--- config.mk ---
export PLATFORM = sky130hd
export DESIGN_NAME = trot_gait_foot_trajectory_top
export DESIGN_NICKNAME = d
export VERILOG_FILES = /design/src/rtl/core/tgft_pkg.sv /design/src/rtl/core/trot_gait_foot_trajectory_top.sv /design/src/rtl/core/tgft_factor.sv
export SDC_FILE = /design/constraint.sdc
export NUM_CORES = 2
export LEC_CHECK = 0
export BUFFER_PORTS_ARGS = -buffer_cell sky130_fd_sc_hd__buf_2
export CAP_MARGIN = 30
export CELL_PAD_IN_SITES_DETAIL_PLACEMENT = 0
export CELL_PAD_IN_SITES_GLOBAL_PLACEMENT = 1
export CORE_ASPECT_RATIO = 0.75
export CORE_UTILIZATION = 56
export CTS_BUF_LIST = sky130_fd_sc_hd__clkbuf_4 sky130_fd_sc_hd__clkbuf_8 sky130_fd_sc_hd__clkbuf_16
export DETAILED_ROUTE_END_ITERATION = 8
export GPL_TIMING_DRIVEN = 0
export PLACE_DENSITY = 0.88
export SYNTH_ARGS = -nofsm -noshare
export SYNTH_HDL_FRONTEND = slang
export SYNTH_SLANG_ARGS = --single-unit
--- constraint.sdc ---
create_clock -name clk_i -period 14.6 [get_ports clk_i]
set_clock_uncertainty 0.15 [all_clocks]
set_input_delay 0.73 -clock clk_i [delete_from_list [all_inputs] [get_ports clk_i]]
set_output_delay 0.73 -clock clk_i [all_outputs]
set_load 0.05 [all_outputs]
--- src/rtl/core/tgft_pkg.sv ---
// Shared types and constants for the trot gait foot trajectory block.
// Stream word layouts and the sideband carried along the phase pipeline.
// No dependencies.
`timescale 1ns / 1ps
`default_nettype none

package tgft_pkg;

  localparam int unsigned PhaseW  = 16;
  localparam int unsigned AmpW    = 16;
  localparam int unsigned DirW    = 8;
  localparam int unsigned XW      = 24;
  localparam int unsigned ZW      = 16;
  localparam int unsigned NumLegs = 4;

  localparam int unsigned InDataW  = PhaseW + 2 * AmpW + NumLegs * DirW;  // 80
  localparam int unsigned OutDataW = NumLegs * (XW + ZW);                 // 160

  // Bit offsets inside the slave-side word
  localparam int unsigned StrideLo = PhaseW;
  localparam int unsigned LiftLo   = PhaseW + AmpW;
  localparam int unsigned DirLo    = PhaseW + 2 * AmpW;

  // Bit offsets inside the master-side word
  localparam int unsigned ZLo = NumLegs * XW;

  // Fields that ride along while the phase is turned into curve factors
  typedef struct packed {
    logic [NumLegs-1:0][DirW-1:0] dir;
    logic [AmpW-1:0]              lift;
    logic [AmpW-1:0]              stride;
  } tgft_side_t;

endpackage

`default_nettype wire

--- src/rtl/core/trot_gait_foot_trajectory_top.sv ---
// Top level of the trot gait foot trajectory block: five-stage stream pipeline.
// Instantiates tgft_factor for the phase stages; depends on tgft_pkg.
//
// Usage:
//   Slave channel s_axis_* takes one word per gait sample: phase (Q0.16), stride,
//   lift height and four leg direction factors. Master channel m_axis_* returns one
//   word per sample with forward (x) and vertical (z) targets for all four legs.
//   Legs 1 and 3 swing in the first half of the cycle, legs 2 and 4 in the second;
//   the supporting pair reports z = 0.
//   Pipeline: five register stages (square, cube, polynomial, amplitude multiply,
//   direction multiply). Throughput: one word per cycle while m_axis_tready is high;
//   every stage holds a valid bit and accepts when it is empty or its successor
//   moves, so bubbles are squeezed out during a stall.
//   When m_axis_tready is low the output word holds and the pipeline fills up to five
//   words before s_axis_tready drops; nothing is lost or repeated.
//   Reset clears all valid bits; the data registers are not reset.
`timescale 1ns / 1ps
`default_nettype none

module trot_gait_foot_trajectory_top import tgft_pkg::*; #(
  parameter int unsigned PHASE_BITS = 16
) (
  input  logic                clk_i,
  input  logic                rst_ni,
  input  logic                s_axis_tvalid,
  output logic                s_axis_tready,
  // phase[15:0], stride[31:16], lift_height[47:32], dir_leg1[55:48],
  // dir_leg2[63:56], dir_leg3[71:64], dir_leg4[79:72]
  input  logic [InDataW-1:0]  s_axis_tdata,
  output logic                m_axis_tvalid,
  input  logic                m_axis_tready,
  // x_leg1[23:0], x_leg2[47:24], x_leg3[71:48], x_leg4[95:72],
  // z_leg1[111:96], z_leg2[127:112], z_leg3[143:128], z_leg4[159:144]
  output logic [OutDataW-1:0] m_axis_tdata
);

  localparam int unsigned P  = PHASE_BITS;
  localparam int unsigned PW = AmpW + P + 2;

  tgft_side_t side_in, side_c;
  logic       vc, ready_d, ready_e, sec_c;
  logic [P:0] fx_c, fz_c, fs_c;

  assign side_in.stride = s_axis_tdata[StrideLo +: AmpW];
  assign side_in.lift   = s_axis_tdata[LiftLo +: AmpW];
  assign side_in.dir    = s_axis_tdata[DirLo +: NumLegs * DirW];

  tgft_factor #(
    .PHASE_BITS(PHASE_BITS)
  ) u_factor (
    .clk_i      (clk_i),
    .rst_ni     (rst_ni),
    .in_valid_i (s_axis_tvalid),
    .in_ready_o (s_axis_tready),
    .phase_i    (s_axis_tdata[PhaseW-1:0]),
    .side_i     (side_in),
    .out_valid_o(vc),
    .out_ready_i(ready_d),
    .out_side_o (side_c),
    .second_o   (sec_c),
    .fsw_x_o    (fx_c),
    .fsw_z_o    (fz_c),
    .fsup_o     (fs_c)
  );

  logic vd_q, ve_q;

  assign ready_e = !ve_q || m_axis_tready;
  assign ready_d = !vd_q || ready_e;
  assign m_axis_tvalid = ve_q;

  always_ff @(posedge clk_i or negedge rst_ni) begin
    if (!rst_ni) begin
      vd_q <= 1'b0;
      ve_q <= 1'b0;
    end else begin
      if (ready_d) vd_q <= vc;
      if (ready_e) ve_q <= vd_q;
    end
  end

  // Stage D: scale curve factors by amplitude, floor shift
  logic signed [PW-1:0] px, pz, ps;

  assign px = $signed(side_c.stride) * $signed({1'b0, fx_c});
  assign pz = $signed(side_c.lift) * $signed({1'b0, fz_c});
  assign ps = $signed(side_c.stride) * $signed({1'b0, fs_c});

  logic [AmpW-1:0]              swx_q, swz_q, supx_q;
  logic                         secd_q;
  logic [NumLegs-1:0][DirW-1:0] dird_q;

  always_ff @(posedge clk_i) begin
    if (ready_d && vc) begin
      swx_q  <= px[P+AmpW-1:P];
      swz_q  <= pz[P+AmpW-1:P];
      supx_q <= ps[P+AmpW-1:P];
      secd_q <= sec_c;
      dird_q <= side_c.dir;
    end
  end

  // Stage E: pick swing or support per leg, apply direction
  logic [OutDataW-1:0] data_d;
  logic [OutDataW-1:0] data_q;

  always_comb begin
    logic                 swinging;
    logic [AmpW-1:0]      sel;
    logic signed [XW-1:0] prod;
    data_d = '0;
    for (int k = 0; k < NumLegs; k++) begin
      swinging = (k % 2 == 1) == secd_q;
      sel = swinging ? swx_q : supx_q;
      // full 24-bit product: most negative stride times most negative direction
      prod = $signed(sel) * $signed(dird_q[k]);
      data_d[k*XW +: XW] = prod;
      data_d[ZLo + k*ZW +: ZW] = swinging ? swz_q : '0;
    end
  end

  always_ff @(posedge clk_i) begin
    if (ready_e && vd_q) begin
      data_q <= data_d;
    end
  end

  assign m_axis_tdata = data_q;

endmodule

`default_nettype wire

--- src/rtl/core/tgft_factor.sv ---
// Three-stage pipeline from gait phase to swing and support curve factors.
// Stage A squares the local phase, stage B cubes it, stage C sums and clamps.
// Depends on tgft_pkg.
`timescale 1ns / 1ps
`default_nettype none

module tgft_factor import tgft_pkg::*; #(
  parameter int unsigned PHASE_BITS = 16
) (
  input  logic                  clk_i,
  input  logic                  rst_ni,
  input  logic                  in_valid_i,
  output logic                  in_ready_o,
  input  logic [PhaseW-1:0]     phase_i,
  input  tgft_side_t            side_i,
  output logic                  out_valid_o,
  input  logic                  out_ready_i,
  output tgft_side_t            out_side_o,
  output logic                  second_o,
  output logic [PHASE_BITS:0]   fsw_x_o,
  output logic [PHASE_BITS:0]   fsw_z_o,
  output logic [PHASE_BITS:0]   fsup_o
);

  localparam int unsigned P  = PHASE_BITS;
  localparam int unsigned SW = P + 7;
  localparam logic [P:0] OneQ = {1'b1, {P{1'b0}}};

  function automatic logic [P:0] clamp_f(input logic signed [SW-1:0] v);
    logic [P:0] r;
    if (v < 0) begin
      r = '0;
    end else if (v > $signed(SW'(OneQ))) begin
      r = OneQ;
    end else begin
      r = v[P:0];
    end
    return r;
  endfunction

  logic ready_a, ready_b, ready_c;
  logic va_q, vb_q, vc_q;

  assign ready_c    = !vc_q || out_ready_i;
  assign ready_b    = !vb_q || ready_c;
  assign ready_a    = !va_q || ready_b;
  assign in_ready_o = ready_a;
  assign out_valid_o = vc_q;

  always_ff @(posedge clk_i or negedge rst_ni) begin
    if (!rst_ni) begin
      va_q <= 1'b0;
      vb_q <= 1'b0;
      vc_q <= 1'b0;
    end else begin
      if (ready_a) va_q <= in_valid_i;
      if (ready_b) vb_q <= va_q;
      if (ready_c) vc_q <= vb_q;
    end
  end

  // Stage A: local phase and its square
  logic [P+PhaseW-1:0] ph_ext;
  logic [P-1:0]        ph;
  logic [P-1:0]        u_in;
  logic [2*P-1:0]      sq_in;

  assign ph_ext = {{P{1'b0}}, phase_i};
  assign ph     = ph_ext[P-1:0];
  assign u_in   = {ph[P-2:0], 1'b0};
  assign sq_in  = u_in * u_in;

  logic [P-1:0] ua_q, u2a_q;
  logic         seca_q;
  tgft_side_t   sidea_q;

  always_ff @(posedge clk_i) begin
    if (ready_a && in_valid_i) begin
      ua_q    <= u_in;
      u2a_q   <= sq_in[2*P-1:P];
      seca_q  <= ph[P-1];
      sidea_q <= side_i;
    end
  end

  // Stage B: cube
  logic [2*P-1:0] cube;
  assign cube = u2a_q * ua_q;

  logic [P-1:0] ub_q, u2b_q, u3b_q;
  logic         secb_q;
  tgft_side_t   sideb_q;

  always_ff @(posedge clk_i) begin
    if (ready_b && va_q) begin
      ub_q    <= ua_q;
      u2b_q   <= u2a_q;
      u3b_q   <= cube[2*P-1:P];
      secb_q  <= seca_q;
      sideb_q <= sidea_q;
    end
  end

  // Stage C: polynomials, clamp to [0, 1.0]
  logic signed [SW-1:0] t1, t2, t3;
  logic signed [SW-1:0] poly_x, poly_z_lo, poly_z_hi;
  logic [P:0]           fx_d, fz_d, fs_d;

  assign t1 = $signed(SW'(ub_q));
  assign t2 = $signed(SW'(u2b_q));
  assign t3 = $signed(SW'(u3b_q));

  assign poly_x    = $signed(SW'(OneQ)) - (t3 <<< 4) + (t2 <<< 4) + (t2 <<< 3)
                     - (t1 <<< 3) - t1;
  assign poly_z_lo = (t2 <<< 3) + (t2 <<< 2) - (t3 <<< 4);
  assign poly_z_hi = (t1 <<< 2) - (t2 <<< 2);

  always_comb begin
    if (ub_q[P-1:P-2] == 2'b00) begin
      fx_d = '0;
    end else if (ub_q[P-1:P-2] == 2'b11) begin
      fx_d = OneQ;
    end else begin
      fx_d = clamp_f(poly_x);
    end
    fz_d = ub_q[P-1] ? clamp_f(poly_z_hi) : clamp_f(poly_z_lo);
    fs_d = OneQ - {1'b0, ub_q};
  end

  always_ff @(posedge clk_i) begin
    if (ready_c && vb_q) begin
      fsw_x_o    <= fx_d;
      fsw_z_o    <= fz_d;
      fsup_o     <= fs_d;
      second_o   <= secb_q;
      out_side_o <= sideb_q;
    end
  end

endmodule

`default_nettype wire

# == Word level (Yosys, flattened, before mapping) ==
# Index checks and enable logic that the tools add are counted.
# op_classes
n_addsub,9
mul,9
n_lt_le_gt_ge,6
n_eq_ne,1
n_mux,12
reduce_logical,17
# ops
op,n
$mux 17,8
$mul 16x18->32,3
$mul 16x8->24,4
$mux 16,4
$gt 23x18->1 const B,2
$lt 23x1->1 const B,2
$mul 16x15->31,1
$mul 15x15->30,1
$add 23x20->23,1
$add 23x21->23,1
$sub 23x17->23,1
$sub 23x20->23,1
$sub 17x20->21 const A,1
$sub 20x20->21,1
$add 19x18->20,1
$gt 19x18->1 const B,1
$lt 19x1->1 const B,1
$sub 18x18->19,1
$sub 17x16->17 const A,1
$logic_and 1x1->1,5
$logic_not 1->1,5
$logic_or 1x1->1,5
$reduce_or 4->1,1
$eq 2x2->1 const B,1
$logic_not 2->1,1
# totals
reg_bits,570
out_inout_bits,162
wordCells,98

# == Logic depth before layout (Yosys ltp) ==
# logic_depth
word_depth,9
mapped_depth,26
depth_no_buf,24

# == By module ==
# Synthesis repeated with hierarchy kept, for this count alone.
# hier_totals
cells_unflattened,7987
hier_area_um2,80307.0
# modules_own_cells
mod,instances,cells_each,area_per_inst_um2
trot_gait_foot_trajectory_top,1,5487,52054.9
tgft_factor,1,2500,28252.1

# == Least setup slack after synthesis ==
# OpenSTA, ideal clock, no wires.
# synth_path
path_kind,register to register
start,register ve_q (netlist: m_axis_tvalid)
end,"register data_q[0] (netlist: m_axis_tdata[0]), enable pin"
setup_ps,632
arrival_ps,6469
required_ps,13818
setup_slack_ps,7349
path_stages_with_launch,3
path_buffers,0
synth_period_minus_slack_ps,7251
cell_sequence,dfrtp_1 nor2b_1 nor2b_1
# synth_between
elab_chain_cells,3
# synth_lines
element,line,text
"start, declared",trot_gait_foot_trajectory_top.sv:66,"logic vd_q, ve_q;"
"start signal, assigned",trot_gait_foot_trajectory_top.sv:78,if (ready_e) ve_q <= vd_q;
$logic_not 1->1,trot_gait_foot_trajectory_top.sv:68,assign ready_e = !ve_q || m_axis_tready;
$logic_or 1x1->1,trot_gait_foot_trajectory_top.sv:68,
$logic_and 1x1->1,trot_gait_foot_trajectory_top.sv:123,if (ready_e && vd_q) begin
"end signal, assigned",trot_gait_foot_trajectory_top.sv:124,data_q <= data_d;
"end, declared",trot_gait_foot_trajectory_top.sv:105,logic [OutDataW-1:0] data_q;
# No other way between the ends.
# A chain may end at the register's enable or synchronous reset.

# == Worst setup path after layout ==
# layout_path
start,register u_factor.out_side_o[1] (netlist bit)
end,register supx_q[15] (data pin)
# layout_between
elab_chain_cells,1
# layout_lines
element,line,text
"start, declared",tgft_factor.sv:18,"output tgft_side_t out_side_o,"
"start signal, assigned",tgft_factor.sv:136,out_side_o <= sideb_q;
$mul 16x18->32,trot_gait_foot_trajectory_top.sv:87,"assign ps = $signed(side_c.stride) * $signed({1'b0, fs_c});"
named net ps[31],trot_gait_foot_trajectory_top.sv:83,"logic signed [PW-1:0] px, pz, ps;"
"end signal, assigned",trot_gait_foot_trajectory_top.sv:97,supx_q <= ps[P+AmpW-1:P];
"end, declared",trot_gait_foot_trajectory_top.sv:89,"logic [AmpW-1:0] swx_q, swz_q, supx_q;"
# The timed path passes the listed nets, and every way through them passes these cells.

==> metrics.md <==
| Metric | Value |
|---|---|
| Status | finished, final reports clean |
| Vias in the first global route | 54619 |
| Commonest non-fill, non-tap cell in the layout | inv_1 |
| Final Wtd Congestion | 0.980 |
| GR Util All Layers | 29.0% |
| Vias per inst | 5.39 |
| Share of layout cells above drive strength 1 | 6.03% |
| Post-DRT Antenna Nets | 0 |
| Postcts setup bufs | 0 |
| Hold path start | s_axis_tdata[69] |
| Worst setup path category | flip-flop to flip-flop |
| Initial antenna violation count | 3 |
| Input/output buffers | 245 |
| Inserted Clock Buffers | 58 |
| Slew Limit Fails | 0 |
| HPWL Detailed | 160 mm |
| Delay-heaviest family, CP | adder cells |
| Period utilization | 57.7% |
| # Max-Cap Violations | 0 |
| H-tree levels | 2 |
| Crit Path Max Fanout | 10 |
| Worst Reg-to-Reg Cells | 23 |
| CTS tree | built |
| Avg WL per Cell | 20.0 um |
| Deepest clock path buffer count | 3 |
| Setup TNS Final | 0 ns |
| Seq/Total Area, Yosys | 20.9% |
| Starting Density | 56.4% |
| CP Cell Sequence | clkbuf_1, clkbuf_1, nand2_1, fa_1, inv_1, fa_1, inv_1, fa_1, fa_1, inv_1, fa_1, fa_1, ha_1, a211o_1, a21oi_1, o31ai_1, or3b_2, a21oi_1, a211oi_1, o21ai_1, a31oi_1, mux2i_1, nand4_1 |
| Post-synth EDFFs | 529 |
| Async S/R FF share, synth | 0.936% |
| Worst setup SP type | flip-flop |
| Worst hold-check path type | input port to flip-flop |
| Clock Latency Late Sink | 0.71 ns |
| # IOs | 246 |
| CP Data Required Time | 14.89 ns |
| Initial DRC Count | 4093 |
| Peak per-stage delay on the critical path | 0.66 ns |
| Synth unique cells | 84 |
| Crit-path most repeated cell | fa_1 |
| Clock sink total | 534 |
| Synth Area per Inst | 10.2 um2 |
| Final setup viols | 0 |
| RSZ-0062 raised after global routing | no |
| Clock-pin transition on the worst setup and hold timing paths | 0.06 ns |
| Post-Syn Nets | 9698 |
| Yosys Warn Count | 0 |
| First-pass iteration count of the detailed router | 7 |
| Grt ovf | 0 |
| Root Buffer | clkbuf_16 |
| Synth Instances | 7512 |
| Crit. Startpoint | u_factor.out_side_o[1]$_DFFE_PP_ |
| First-pass GRT wire length | 309 mm |
| Area Growth Syn to Fin | 8.12% |
| Slowest stage cell, crit path | a21oi_1 |
| Commonest non-fill, non-tap cells in the layout | inv_1 (1705), fa_1 (1357), nand2_1 (923) |
| Routed wire length | 194 mm |
| Via count | 52354 |
| Achievable Freq | 119 MHz |
| Die Footprint | 138000 um2 |
| R2R Setup Slk | 6.18 ns |
| Hold Crit Depth | 1 |
| CP bufs+invs | 5 |
| Primary FF master, synth | edfxtp_1 |
| Num rows | 117 |
| Final hold viol count | 0 |
| Hold-critical path endpoint | u_factor.sidea_q[53]$_DFFE_PP_ |
| Period minus WS final | 8.42 ns |
| Slew @ Worst Pin | 1.07 ns |
| Largest net degree at the start of global routing | 60 |
| Worst EP arrival | 8.71 ns |
| DRC | 0 |
| Nets@finish | 10056 |
| Slew margin rel. | 28.9% |
| Die height | 322 um |
| Core footprint | 136000 um2 |
| Crit end category | flip-flop |
| Filler cells | 11305 |
| Syn Std Cell Area | 76500 um2 |
| Capturing point of the worst reg2reg path | supx_q[15]$_DFFE_PP_ |
| Die Span X | 429 um |
| Worst r2r src | u_factor.out_side_o[1]$_DFFE_PP_ |
| Post-synthesis register bit count | 534 |
state kept, by name, indices dropped and copies added (netlist names), 32 cells and up:
signal / cells
u_factor.out_side_o: 64
m_axis_tdata: 128
u_factor.sideb_q: 64
dird_q: 32
u_factor.sidea_q: 64
through the flow:
stage               instances  area [um2]  util [%]  hold WS, ns  setup WS, ns
floorplan                7512       76500         -        0.250          7.35
global placement         9542       79900      59.0        0.254          4.23
detailed placement       9555       80200      59.2        0.255          6.38
CTS                      9702       82700      61.0     0.000262          6.24
global route             9702       82700      61.0       0.0257          5.83
finish                   9706       82700      61.0       0.0433          6.18
metal layers:
layer | vias up | track usage [%] | routed length [um]
met5 | - | 0 | 0
met4 | 0 | 8.00 | 5600
met3 | 325 | 6.16 | 18100
met2 | 2144 | 43.4 | 83000
met1 | 26239 | 42.8 | 87500
li1 | 23646 | - | -
worst reg2reg max path, stage by stage (launching register included):
cell and delay (ns):
edfxtp_1 0.42, clkbuf_1 0.41, clkbuf_1 0.64, nand2_1 0.20
fa_1 0.59, inv_1 0.06, fa_1 0.52, inv_1 0.06
fa_1 0.48, fa_1 0.59, inv_1 0.07, fa_1 0.51
fa_1 0.45, ha_1 0.22, a211o_1 0.23, a21oi_1 0.12
o31ai_1 0.11, or3b_2 0.49, a21oi_1 0.66, a211oi_1 0.33
o21ai_1 0.31, a31oi_1 0.20, mux2i_1 0.21, nand4_1 0.13
final cells by class:
cell class | count | area, um2 | share of cell area [%]
Antenna cell | 4 | 10.0 | 0.0121
Clock buffer | 64 | 1500 | 1.81
Timing Repair Buffer | 298 | 1890 | 2.29
Buffer | 271 | 1150 | 1.39
Tap cell | 1785 | 2230 | 2.70
Sequential cell | 534 | 16000 | 19.4
Multi-Input combinational cell | 5002 | 52900 | 64.0
Clock inverter | 43 | 558 | 0.675
Inverter | 1705 | 6400 | 7.74
worst max path at each step:
stage | cells after the start | slack, ns | end
final | 23 | 6.18 | supx_q[15]$_DFFE_PP_
after global routing | 23 | 5.83 | supx_q[15]$_DFFE_PP_
after CTS | 23 | 6.24 | supx_q[15]$_DFFE_PP_
after detailed placement | 23 | 6.38 | supx_q[15]$_DFFE_PP_
after global placement | 3 | 4.23 | m_axis_tdata[64]$_DFFE_PP_
after floorplan | 2 | 7.35 | m_axis_tdata[0]$_DFFE_PP_
timing repair:
item,CTS,global route
hold buffers,40,0
resized for setup,0,0
hold endpoints to repair,44,0
logic make-up after synthesis:
| kind of cell | synth area share (%) |
|---|---|
| AND/OR/NAND/NOR | 13.9 |
| adder cells (fa/ha/maj) | 47.7 |
| buffers and inverters | 9.88 |
| flip-flops | 20.9 |
| AO/OA/AOI/OAI | 3.89 |
| XOR/XNOR | 2.75 |
| multiplexers | 0.885 |
cell usage after synthesis, types with 5 or more instances:
| cell | n | share of area (%) |
|---|---|---|
| nand3_1 | 41 | 0.27 |
| or4_1 | 5 | 0.049 |
| nand4_1 | 20 | 0.16 |
| and4_1 | 5 | 0.057 |
| nand3b_1 | 8 | 0.079 |
| or2_2 | 13 | 0.11 |
| nor3_1 | 57 | 0.37 |
| and3_1 | 23 | 0.19 |
| or3_1 | 25 | 0.20 |
| nand2_1 | 923 | 4.5 |
| xnor2_1 | 172 | 2.0 |
| nor2_1 | 180 | 0.88 |
| a21boi_0 | 9 | 0.088 |
| dfrtp_1 | 5 | 0.16 |
| nand2b_1 | 56 | 0.46 |
| xor2_1 | 66 | 0.76 |
| o21ai_0 | 76 | 0.50 |
| and2_1 | 682 | 5.6 |
| o21a_1 | 32 | 0.31 |
| o21bai_1 | 12 | 0.12 |
| a211oi_1 | 23 | 0.23 |
| o21ai_1 | 9 | 0.059 |
| clkbuf_1 | 232 | 1.1 |
| inv_1 | 1705 | 8.4 |
| mux2_2 | 29 | 0.43 |
| a21oi_2 | 5 | 0.057 |
| a21o_1 | 41 | 0.40 |
| buf_4 | 33 | 0.32 |
| a31oi_1 | 7 | 0.057 |
| ha_1 | 745 | 12 |
| a21oi_1 | 138 | 0.90 |
| o22ai_2 | 7 | 0.11 |
| o31ai_1 | 6 | 0.059 |
| mux2i_1 | 35 | 0.46 |
| fa_1 | 1357 | 36 |
| o41ai_1 | 6 | 0.069 |
| edfxtp_1 | 529 | 21 |
| nor4_1 | 12 | 0.098 |
| a31o_2 | 6 | 0.069 |
| o211ai_1 | 5 | 0.049 |
| nor2b_1 | 95 | 0.78 |
Power is left out: the tool's default activity adds up to more than one toggle a clock period on the data nets, which glitch-free logic cannot reach.
